==> src/rtl/core/bvot_pkg.sv <==
// Types and constants for the bounding volume overlap test core.
// No dependencies; imported by every module of the core.
`timescale 1ns / 1ps

package bvot_pkg;

  // Field widths fixed by the transaction format
  localparam int KIND_W  = 2;
  localparam int POS_W   = 48;
  localparam int RAD_W   = 16;
  localparam int REACH_W = 32;
  localparam int WORD_W  = 64;

  // Volume kind codes
  localparam logic [KIND_W-1:0] KIND_SPHERE  = 2'd0;
  localparam logic [KIND_W-1:0] KIND_ELLIPSE = 2'd1;
  localparam logic [KIND_W-1:0] KIND_BOX     = 2'd2;

  // Supported {self, other} kind pairs
  localparam logic [2*KIND_W-1:0] PAIR_SPHERE_SPHERE  = {KIND_SPHERE, KIND_SPHERE};
  localparam logic [2*KIND_W-1:0] PAIR_ELLIPSE_SPHERE = {KIND_ELLIPSE, KIND_SPHERE};
  localparam logic [2*KIND_W-1:0] PAIR_ELLIPSE_BOX    = {KIND_ELLIPSE, KIND_BOX};

  typedef struct packed {
    logic [KIND_W-1:0]  self_kind;
    logic [KIND_W-1:0]  other_kind;
    logic [POS_W-1:0]   self_position;
    logic [POS_W-1:0]   other_position;
    logic [RAD_W-1:0]   self_radius;
    logic [RAD_W-1:0]   other_radius;
    logic [REACH_W-1:0] self_reach;
    logic [POS_W-1:0]   box_low_corner;
    logic [POS_W-1:0]   box_high_corner;
  } in_item_t;

  typedef struct packed {
    logic hit;
    logic pair_supported;
  } out_item_t;

endpackage

==> src/rtl/core/bvot_prep.sv <==
// Per-lane differences, box clamp and bound selection for one volume pair.
// Depends on bvot_pkg; purely combinational, fed from the input register.
`timescale 1ns / 1ps

module bvot_prep #(
  parameter int COORD_WIDTH = 16
) (
  input  bvot_pkg::in_item_t           item,
  output logic [2:0][COORD_WIDTH:0]    lane_mag,
  output logic [COORD_WIDTH:0]         bound,
  output logic                         pair_supported
);
  import bvot_pkg::*;

  localparam int CW = COORD_WIDTH;

  logic [WORD_W-1:0] spos_w, opos_w, low_w, high_w, reach_w, ry_sh, srad_w, orad_w;
  logic [CW-1:0]     rx, ry, srad, orad, rmin;
  logic [2:0][CW:0]  ctr_mag, box_mag;

  // Zero-extend fields to a 64-bit word so lanes past the field read as zero
  assign spos_w  = {{(WORD_W-POS_W){1'b0}}, item.self_position};
  assign opos_w  = {{(WORD_W-POS_W){1'b0}}, item.other_position};
  assign low_w   = {{(WORD_W-POS_W){1'b0}}, item.box_low_corner};
  assign high_w  = {{(WORD_W-POS_W){1'b0}}, item.box_high_corner};
  assign reach_w = {{(WORD_W-REACH_W){1'b0}}, item.self_reach};
  assign srad_w  = {{(WORD_W-RAD_W){1'b0}}, item.self_radius};
  assign orad_w  = {{(WORD_W-RAD_W){1'b0}}, item.other_radius};

  assign ry_sh = reach_w >> CW;
  assign rx    = reach_w[CW-1:0];
  assign ry    = ry_sh[CW-1:0];
  assign srad  = srad_w[CW-1:0];
  assign orad  = orad_w[CW-1:0];
  assign rmin  = (rx < ry) ? rx : ry;

  // One lane per axis: center difference and clamp-to-box difference
  for (genvar i = 0; i < 3; i++) begin : g_lane
    logic [WORD_W-1:0]  s_sh, o_sh, l_sh, h_sh;
    logic signed [CW:0] s_c, o_c, lo_b, hi_b, t_c, q_c;
    logic signed [CW+1:0] d_ctr, d_box, a_ctr, a_box;

    assign s_sh = spos_w >> (i * CW);
    assign o_sh = opos_w >> (i * CW);
    assign l_sh = low_w >> (i * CW);
    assign h_sh = high_w >> (i * CW);

    assign s_c  = {s_sh[CW-1], s_sh[CW-1:0]};
    assign o_c  = {o_sh[CW-1], o_sh[CW-1:0]};
    assign lo_b = {l_sh[CW-1], l_sh[CW-1:0]} + o_c;
    assign hi_b = {h_sh[CW-1], h_sh[CW-1:0]} + o_c;

    // Clamp: max(low, min(center, high)); an inverted box yields the low bound
    assign t_c = (s_c < hi_b) ? s_c : hi_b;
    assign q_c = (lo_b > t_c) ? lo_b : t_c;

    assign d_ctr = {s_c[CW], s_c} - {o_c[CW], o_c};
    assign d_box = {q_c[CW], q_c} - {s_c[CW], s_c};
    assign a_ctr = d_ctr[CW+1] ? -d_ctr : d_ctr;
    assign a_box = d_box[CW+1] ? -d_box : d_box;

    assign ctr_mag[i] = a_ctr[CW:0];
    assign box_mag[i] = a_box[CW:0];
  end

  // Pick the operands of the test that this kind pair uses
  always_comb begin
    lane_mag       = '0;
    bound          = '0;
    pair_supported = 1'b0;
    case ({item.self_kind, item.other_kind})
      PAIR_SPHERE_SPHERE: begin
        lane_mag       = ctr_mag;
        bound          = {1'b0, srad} + {1'b0, orad};
        pair_supported = 1'b1;
      end
      PAIR_ELLIPSE_SPHERE: begin
        lane_mag       = ctr_mag;
        bound          = {1'b0, rmin} + {1'b0, orad};
        pair_supported = 1'b1;
      end
      PAIR_ELLIPSE_BOX: begin
        lane_mag       = box_mag;
        bound          = {1'b0, rx};
        pair_supported = 1'b1;
      end
      default: begin
        lane_mag       = '0;
        bound          = '0;
        pair_supported = 1'b0;
      end
    endcase
  end

endmodule

==> src/rtl/core/bvot_compare.sv <==
// Sum of squared lane distances against the squared bound.
// Depends on bvot_pkg; combinational, fed from the squares register.
`timescale 1ns / 1ps

module bvot_compare #(
  parameter int COORD_WIDTH = 16
) (
  input  logic [2:0][2*COORD_WIDTH+1:0] lane_sq,
  input  logic [2*COORD_WIDTH+1:0]      bound_sq,
  input  logic                          pair_supported,
  output bvot_pkg::out_item_t           result
);
  import bvot_pkg::*;

  localparam int SQ_W  = 2 * COORD_WIDTH + 2;
  localparam int SUM_W = SQ_W + 2;

  logic [SUM_W-1:0] dist_sq;

  // Full-width sum, nothing wraps
  assign dist_sq = {2'b00, lane_sq[0]} + {2'b00, lane_sq[1]} + {2'b00, lane_sq[2]};

  assign result.pair_supported = pair_supported;
  assign result.hit            = pair_supported && (dist_sq < {2'b00, bound_sq});

endmodule

==> src/rtl/core/bounding_volume_overlap_test_core.sv <==
// Top level of the bounding volume overlap test core.
// Depends on bvot_pkg, bvot_prep and bvot_compare.
//
// Usage:
//   Input channel in_valid/in_ready/in_data carries one volume pair per
//   transaction (kinds, centers, radii, ellipse reach, box corners, signed
//   fixed-point lanes of COORD_WIDTH bits). The result channel
//   out_valid/out_ready/out_data returns hit and pair_supported for each
//   pair, in order, one result per transaction.
//   The input register loads at the accepting edge; the pair then moves
//   through the lane-difference, square and result registers, and
//   out_valid comes from the result register.
//   Throughput: one pair per cycle while out_ready is high; the four stage
//   registers each hold a transaction and move forward independently.
//   When the receiver holds out_ready low, the result stays on out_data and
//   earlier stages keep filling until every stage holds a transaction; only
//   then does in_ready drop. in_ready depends combinationally on out_ready.
//   Reset (rst_n low, synchronous) empties all stages; no configuration
//   and no state survive between transactions.
//   Unsupported kind pairs return hit 0 and pair_supported 0.
`timescale 1ns / 1ps

module bounding_volume_overlap_test_core #(
  parameter int COORD_WIDTH = 16
) (
  input  logic                clk,
  input  logic                rst_n,
  input  logic                in_valid,
  output logic                in_ready,
  input  bvot_pkg::in_item_t  in_data,
  output logic                out_valid,
  input  logic                out_ready,
  output bvot_pkg::out_item_t out_data
);
  import bvot_pkg::*;

  localparam int CW   = COORD_WIDTH;
  localparam int SQ_W = 2 * CW + 2;

  // Stage valids and advance enables
  logic in_v_r, a_v_r, b_v_r, out_v_r;
  logic in_adv, a_adv, b_adv, out_adv;

  // Stage payloads
  in_item_t              in_r;
  logic [2:0][CW:0]      a_mag_r;
  logic [CW:0]           a_bound_r;
  logic                  a_sup_r;
  logic [2:0][SQ_W-1:0]  b_sq_r;
  logic [SQ_W-1:0]       b_bsq_r;
  logic                  b_sup_r;
  out_item_t             out_r;

  // Combinational stage outputs
  logic [2:0][CW:0]      a_mag_nxt;
  logic [CW:0]           a_bound_nxt;
  logic                  a_sup_nxt;
  out_item_t             out_nxt;

  // A stage loads when it is empty or its content moves on
  assign out_adv  = !out_v_r || out_ready;
  assign b_adv    = !b_v_r || out_adv;
  assign a_adv    = !a_v_r || b_adv;
  assign in_adv   = !in_v_r || a_adv;
  assign in_ready = in_adv;

  assign out_valid = out_v_r;
  assign out_data  = out_r;

  bvot_prep #(
    .COORD_WIDTH(COORD_WIDTH)
  ) u_prep (
    .item           (in_r),
    .lane_mag       (a_mag_nxt),
    .bound          (a_bound_nxt),
    .pair_supported (a_sup_nxt)
  );

  bvot_compare #(
    .COORD_WIDTH(COORD_WIDTH)
  ) u_compare (
    .lane_sq        (b_sq_r),
    .bound_sq       (b_bsq_r),
    .pair_supported (b_sup_r),
    .result         (out_nxt)
  );

  // Valid bits
  always_ff @(posedge clk) begin
    if (!rst_n) begin
      in_v_r  <= 1'b0;
      a_v_r   <= 1'b0;
      b_v_r   <= 1'b0;
      out_v_r <= 1'b0;
    end else begin
      if (in_adv)  in_v_r  <= in_valid;
      if (a_adv)   a_v_r   <= in_v_r;
      if (b_adv)   b_v_r   <= a_v_r;
      if (out_adv) out_v_r <= b_v_r;
    end
  end

  // Payload registers; one multiplier per lane between a and b
  always_ff @(posedge clk) begin
    if (in_adv && in_valid) begin
      in_r <= in_data;
    end
    if (a_adv && in_v_r) begin
      a_mag_r   <= a_mag_nxt;
      a_bound_r <= a_bound_nxt;
      a_sup_r   <= a_sup_nxt;
    end
    if (b_adv && a_v_r) begin
      for (int i = 0; i < 3; i++) begin
        b_sq_r[i] <= a_mag_r[i] * a_mag_r[i];
      end
      b_bsq_r <= a_bound_r * a_bound_r;
      b_sup_r <= a_sup_r;
    end
    if (out_adv && b_v_r) begin
      out_r <= out_nxt;
    end
  end

endmodule

==> config.mk <==
export PLATFORM = sky130hd
export DESIGN_NAME = bounding_volume_overlap_test_core
export DESIGN_NICKNAME = d
export VERILOG_FILES = /design/src/rtl/core/bvot_pkg.sv /design/src/rtl/core/bvot_prep.sv /design/src/rtl/core/bvot_compare.sv /design/src/rtl/core/bounding_volume_overlap_test_core.sv
export SDC_FILE = /design/constraint.sdc
export NUM_CORES = 2
export LEC_CHECK = 0
export ABC_AREA = 1
export BUFFER_PORTS_ARGS = -buffer_cell sky130_fd_sc_hd__buf_2
export CAP_MARGIN = 40
export CORE_ASPECT_RATIO = 1.5
export CORE_MARGIN = 1
export CORE_UTILIZATION = 31
export CTS_CLUSTER_SIZE = 24
export DETAILED_ROUTE_END_ITERATION = 8
export GPL_TIMING_DRIVEN = 0
export MAX_ROUTING_LAYER = met4
export SLEW_MARGIN = 30
export SYNTH_ARGS = -nofsm -noshare
export SYNTH_HDL_FRONTEND = slang
export SYNTH_SLANG_ARGS = --single-unit
==> constraint.sdc <==
create_clock -name clk -period 17.5 [get_ports clk]
set_input_delay 3.5 -clock clk [delete_from_list [all_inputs] [get_ports clk]]
set_output_delay 3.5 -clock clk [all_outputs]
set_load 0.005 [all_outputs]
=== Word-level counts from Yosys, hierarchy flattened ===
Index checks and enable logic that the tools add are counted.
W data, S select, Z words.

* Register bits after elaboration: 472
* Bits in latches: 0
* Memory bits (writable): 0
* Bits in read-only memories: 0
* Output and inout port bits: 4
* Word-level logic and storage cells: 93
* Memories kept: 0

* Add/sub/neg operators: 22
* Multipliers: 4
* Div/mod/pow operators: 0
* $lt $le $gt $ge: 8
* Equality and inequality tests: 2
* Shift-type cells: 0
* Mux-type cells: 16
* Bitwise gates (word level): 0
* Reduce and logical (&&, ||, !) cells: 16

{| class="wikitable"
|+ Operators with widths
! operator !! count
|-
| $mux W17 || 12
|-
| $add A16 B16 Y17 || 8
|-
| $mul A17 B17 Y34 || 4
|-
| $neg A17 Y17 || 6
|-
| $pmux W51 S2 || 1
|-
| $sub A17 B16 Y18 || 3
|-
| $gt A17 B17 Y1 || 3
|-
| $lt A16 B17 Y1 || 3
|-
| $pmux W17 S3 || 1
|-
| $sub A16 B16 Y17 || 3
|-
| $add A36 B34 Y36 || 1
|-
| $lt A36 B34 Y1 || 1
|-
| $add A34 B34 Y35 || 1
|-
| $lt A16 B16 Y1 || 1
|-
| $mux W16 || 1
|-
| $eq A4 B3 Y1 const B || 2
|-
| $logic_and A1 B1 Y1 || 5
|-
| $logic_not A1 Y1 || 4
|-
| $logic_not A4 Y1 || 1
|-
| $logic_or A1 B1 Y1 || 4
|-
| $reduce_or A3 Y1 || 1
|-
| $reduce_or A2 Y1 || 1
|-
| $mux W1 || 1
|}

=== Logic depth before layout (Yosys ltp) ===
* Depth after elaboration: 9
* Depth in mapped cells: 57

=== Modules after synthesis ===
A second synthesis with hierarchy kept.

* Cell total of the unflattened synthesis: 9431
* Area, all modules: 72455.7 µm²

{| class="wikitable"
|+ By module, submodules not included
! module !! instances !! cells an instance !! area an instance (µm²)
|-
| bounding_volume_overlap_test_core || 1 || 5420 || 50115.6
|-
| bvot_prep || 1 || 3452 || 18564.1
|-
| bvot_compare || 1 || 559 || 3776.1
|}

=== Worst setup path after synthesis ===
Ideal clock, no wire load.

* Path type: input to register
* Start: input out_ready
* End: register in_r[0] in the netlist's numbering, enable pin
* Library setup time: 0.892 ns
* Arrival time: 14.735 ns
* Data required time: 16.608 ns
* Setup slack: 1.873 ns
* Stages on the path: 8
* Cell sequence: nor2_1 -> inv_1 -> nor2_1 -> inv_1 -> nor2_1 -> inv_1 -> nor2_1 -> nor2_1

* Longest elaborated chain between the ends: 5

{| class="wikitable"
|+ Ends and longest elaborated chain
! element !! line !! RTL
|-
| from (decl) || bounding_volume_overlap_test_core.sv:32 || <nowiki>input logic out_ready,</nowiki>
|-
| $logic_or A1 B1 Y1 || bounding_volume_overlap_test_core.sv:61 || <nowiki>assign out_adv = !out_v_r || out_ready;</nowiki>
|-
| $logic_or A1 B1 Y1 || bounding_volume_overlap_test_core.sv:62 || <nowiki>assign b_adv = !b_v_r || out_adv;</nowiki>
|-
| $logic_or A1 B1 Y1 || bounding_volume_overlap_test_core.sv:63 || <nowiki>assign a_adv = !a_v_r || b_adv;</nowiki>
|-
| $logic_or A1 B1 Y1 || bounding_volume_overlap_test_core.sv:64 || <nowiki>assign in_adv = !in_v_r || a_adv;</nowiki>
|-
| $logic_and A1 B1 Y1 || bounding_volume_overlap_test_core.sv:105 || <nowiki>if (in_adv && in_valid) begin</nowiki>
|-
| to (signal assigned) || bounding_volume_overlap_test_core.sv:106 || <nowiki>in_r <= in_data;</nowiki>
|-
| to (decl) || bounding_volume_overlap_test_core.sv:45 || <nowiki>in_item_t in_r;</nowiki>
|}

No other way between the ends.
A chain may end at the register's enable or synchronous reset.

==> qor.tcl <==
set qor(dieHeight_um) 587
set qor(proportion_of_layout_cells_with_a_drive_suffix_above_1) 0.0520
set qor(relSlewSlack) 0.436
set qor(timing.fmax_mhz) 106
set qor(timing.critical_path.mode_cell) {sky130_fd_sc_hd__nand2_1}
set qor(synth-seq-area-share) 0.198
set qor(multi_input_comb_area_um2) 48000
set qor(layout.filler_cells) 24100
set qor(peakVddDrop_v) 0.0000992
set qor(cts-root-to-sink-buffers) 3
set qor(grtUsageTotal) 0.177
set qor(initial_core_util) 0.312
set qor(std_cell_rows) 214
set qor(die_w_um) 392
set qor(numPortBuffers) 267
set qor(synth_adder_area_share) 0.374
set qor(synth_cell_types) 60
set qor(setup_viol_count_final) 0
set qor(layout.nets) 11200
set qor(drt-pass1-iter-count) 6
set qor(mostFrequentLayoutCell) {sky130_fd_sc_hd__nand2_1}
set qor(seq_area_um2) 14000
set qor(synthToLayoutAreaGrowth_pct) 10.4
set qor(grt_most_used_layer) {met2}
set qor(syn-mean-instance-area_um2) 7.91
set qor(report.final.hold_viol_count) 0
set qor(drt_wl_total_um) 197000
set qor(grt_pass1_vias) 60200
set qor(max-cap-violations) 0
set qor(synthesis.yosys.warnings) 0
set qor(post_cts_hold_buffer_count) 0
set qor(grt_max_degree) 90
set qor(synth_top_family_by_area) {adder cells}
set qor(hold_critical_path_depth) 0
set qor(ys_seq_elements) 468
set qor(synth.mux.area_fraction) 0
set qor(avgViaCountPerCell) 4.63
set qor(routabilityCongestion) 0.950
set qor(finalCriticalPeriod_ps) 9450
set qor(layout_worst_path_cycle_share) 0.540
set qor(worst_path_largest_cell_delay_ps) 640
set qor(ant_nets) 0
set qor(netlist_instances) 8931
set qor(grt_antenna_before_repair) 6
set qor(tightest_slew_ps) 846
set qor(final_cell_mix) {sky130_fd_sc_hd__nand2_1, sky130_fd_sc_hd__inv_1, sky130_fd_sc_hd__ha_1}
set qor(ctsResizeCount) 0
set qor(synth_area_um2) 70700
set qor(p_leak_nw) 41.7
set qor(post_drt_wl_per_cell_um) 16.0
set qor(synth-xor-area-share) 0.0391
set qor(dp.final_hpwl_um) 172000
set qor(tritoncts_clock_tree) {done}
set qor(first_pass_grt_wire_length_um) 312000
set qor(clk_root_buffer_cell) {sky130_fd_sc_hd__clkbuf_16}
set qor(fin_area_um2) 78000
set qor(report.final.slew_viol_count) 0
set qor(detailroute.via_count) 57100
set qor(clock_sinks) 468
set qor(grtUsageMet3) 0.0106
set qor(worst-endpoint-arrival_ps) 9800
set qor(worst-path-max-fanout) 10
set qor(synthesis.nets) 10800
set qor(remaining_drc_errors) 0
set qor(number_of_synthesized_flops_with_an_enable_pin) 464
set qor(cts.reportedPaths.clkPinSlew_ps) 70
set qor(fin_worst_skew_ps) 65.6
set qor(grt_remaining_overflow) 0
set qor(synth_compound_area_frac) 0.0811
set qor(async_flop_share) 0
set qor(holdCritPathClass) {flip-flop to flip-flop}
set qor(fraction_of_the_mapped_netlist_area_in_simple_logic_gates) 0.184
set qor(standard_cell_with_the_maximum_stage_delay_on_the_critical_path) {sky130_fd_sc_hd__o21ai_0}
set qor(grt.met2_usage) 0.342
set qor(ff2ff_path_depth) 45
set qor(core_area_um2) 227000
set qor(clk_latency_ps) 680
set qor(pwr_density_cell_nw_per_um2) 139
set qor(unrepaired_setup_endpoints_after_global_routing) {false}
set qor(status) {complete, no violations}
set qor(crit_path_kind) {flip-flop to flip-flop}
set qor(worst_ep_required_time_ps) 17850
set qor(fp.dieArea_um2) 230000
set qor(io_pins) 268
set qor(drt_iter0_markers) 2552
set qor(placedInstanceArea_um2) 76300
set qor(yosys_most_used_dff) {sky130_fd_sc_hd__edfxtp_1}
set qor(numCtsBuffers) 50
set qor(globalRouteMet1Util) 0.173
set qor(startpoint_type) {flip-flop}
set qor(postCtsSetupRepairBufs) 0
set qor(timing.critical_path.to_type) {flip-flop}
set qor(postLayoutCoreUtil) 0.344
set qor(clock_tree.htree_level_count) 2
metal layers:
metal | share of wire | up-vias
met4 | 0.063 | 0
li1 | - | 28500
met3 | 0.025 | 477
met1 | 0.36 | 27000
met5 | 0 | -
met2 | 0.55 | 1103
critical path: cells and delay by family, from the launching register on:
family                     cells  cell delay [ps]
DFF                            1              410
adders and majority gates      6             1940
buffers and inverters          9             1150
and+or+nand+nor               25             3640
xor gates and xnor gates       1              410
AOI/OAI and AO/OA              4             1520
stage by stage:
| stage | worst slack (ps) | instances | power, mW | hold WS, ps | setup TNS (ps) |
|---|---|---|---|---|---|
| floorplan | 1870 | 8931 | 7.52 | 400 | 0 |
| global placement | -3100 | 12200 | 9.67 | 413 | -762860 |
| detailed placement | 8310 | 12200 | 9.70 | 413 | 0 |
| CTS | 8210 | 12300 | 10.9 | 429 | 0 |
| global route | 7580 | 12300 | 12.0 | 436 | 0 |
| finish | 8050 | 12300 | 10.8 | 432 | 0 |
worst paths after layout:
| path | startpoint | end | slack, ps |
|---|---|---|---|
| worst min register to register | a_sup_r$_DFFE_PP_ | b_sup_r$_DFFE_PP_ | 430 |
| worst min-delay path | a_sup_r$_DFFE_PP_ | b_sup_r$_DFFE_PP_ | 430 |
| worst max register to register | in_r[160]$_DFFE_PP_ | a_mag_r[5]$_DFFE_PP_ | 8050 |
| worst max-delay path | in_r[160]$_DFFE_PP_ | a_mag_r[5]$_DFFE_PP_ | 8050 |
synth_stat cells (8+ instances only):
cell | number | share of area
sky130_fd_sc_hd__buf_2 | 16 | 0.0011
sky130_fd_sc_hd__nor3_1 | 81 | 0.0057
sky130_fd_sc_hd__inv_1 | 2100 | 0.11
sky130_fd_sc_hd__nand4_1 | 80 | 0.0071
sky130_fd_sc_hd__o21ai_0 | 310 | 0.022
sky130_fd_sc_hd__and2_1 | 14 | 0.0012
sky130_fd_sc_hd__o21ai_1 | 40 | 0.0028
sky130_fd_sc_hd__nor2_1 | 425 | 0.023
sky130_fd_sc_hd__a21o_1 | 30 | 0.0032
sky130_fd_sc_hd__a211oi_1 | 8 | 0.00085
sky130_fd_sc_hd__a31oi_1 | 18 | 0.0016
sky130_fd_sc_hd__nor4_1 | 13 | 0.0012
sky130_fd_sc_hd__a21boi_0 | 15 | 0.0016
sky130_fd_sc_hd__nor2_2 | 10 | 0.00089
sky130_fd_sc_hd__ha_1 | 863 | 0.15
sky130_fd_sc_hd__clkbuf_1 | 167 | 0.0089
sky130_fd_sc_hd__xnor2_1 | 118 | 0.015
sky130_fd_sc_hd__nand2_2 | 20 | 0.0018
sky130_fd_sc_hd__or2_2 | 11 | 0.00097
sky130_fd_sc_hd__xor2_1 | 194 | 0.024
sky130_fd_sc_hd__o21ai_2 | 10 | 0.0012
sky130_fd_sc_hd__inv_2 | 15 | 0.00080
sky130_fd_sc_hd__o21bai_1 | 29 | 0.0031
sky130_fd_sc_hd__o31ai_1 | 13 | 0.0014
sky130_fd_sc_hd__o22ai_1 | 13 | 0.0012
sky130_fd_sc_hd__nand3b_1 | 44 | 0.0047
sky130_fd_sc_hd__nand3_1 | 331 | 0.023
sky130_fd_sc_hd__edfxtp_1 | 464 | 0.20
sky130_fd_sc_hd__and3_1 | 8 | 0.00071
sky130_fd_sc_hd__o211ai_1 | 8 | 0.00085
sky130_fd_sc_hd__fa_1 | 782 | 0.22
sky130_fd_sc_hd__nand2_1 | 2110 | 0.11
sky130_fd_sc_hd__o21a_1 | 15 | 0.0016
sky130_fd_sc_hd__a221oi_1 | 8 | 0.00099
sky130_fd_sc_hd__a21oi_1 | 489 | 0.035
flip-flops by register name (all words and copies together) (netlist names):
name and flops:
b_sq_r 99, b_v_r 1, a_mag_r 51, b_sup_r 1, b_bsq_r 33, a_bound_r 17, out_data 2, in_v_r 1
in_r 260, a_sup_r 1, a_v_r 1, out_valid 1
power by group:
part	switching (mW)	total [mW]	internal [mW]
Combinational	5.20	8.07	2.86
Clock	0.521	1.14	0.618
Sequential	0.0907	1.61	1.52
Total	5.82	10.8	5.00
logic make-up after synthesis:
kind of cell    count (synthesis)
simple gates                 3159
buf+inv                      2305
fa+ha+maj                    1645
compound gates               1040
flops                         468
xor+xnor                      314
area by class of cell:
cell class | count | share of cell area
multi-input combinational | 6158 | 0.615
clock inverter | 37 | 0.00609
sequential | 468 | 0.180
antenna | 5 | 0.000160
timing repair buffer | 285 | 0.0227
tap | 3024 | 0.0485
buffer | 190 | 0.00991
inverter | 2115 | 0.102
clock buffer | 53 | 0.0162
Note: power is estimated with default switching activity, not from simulation.
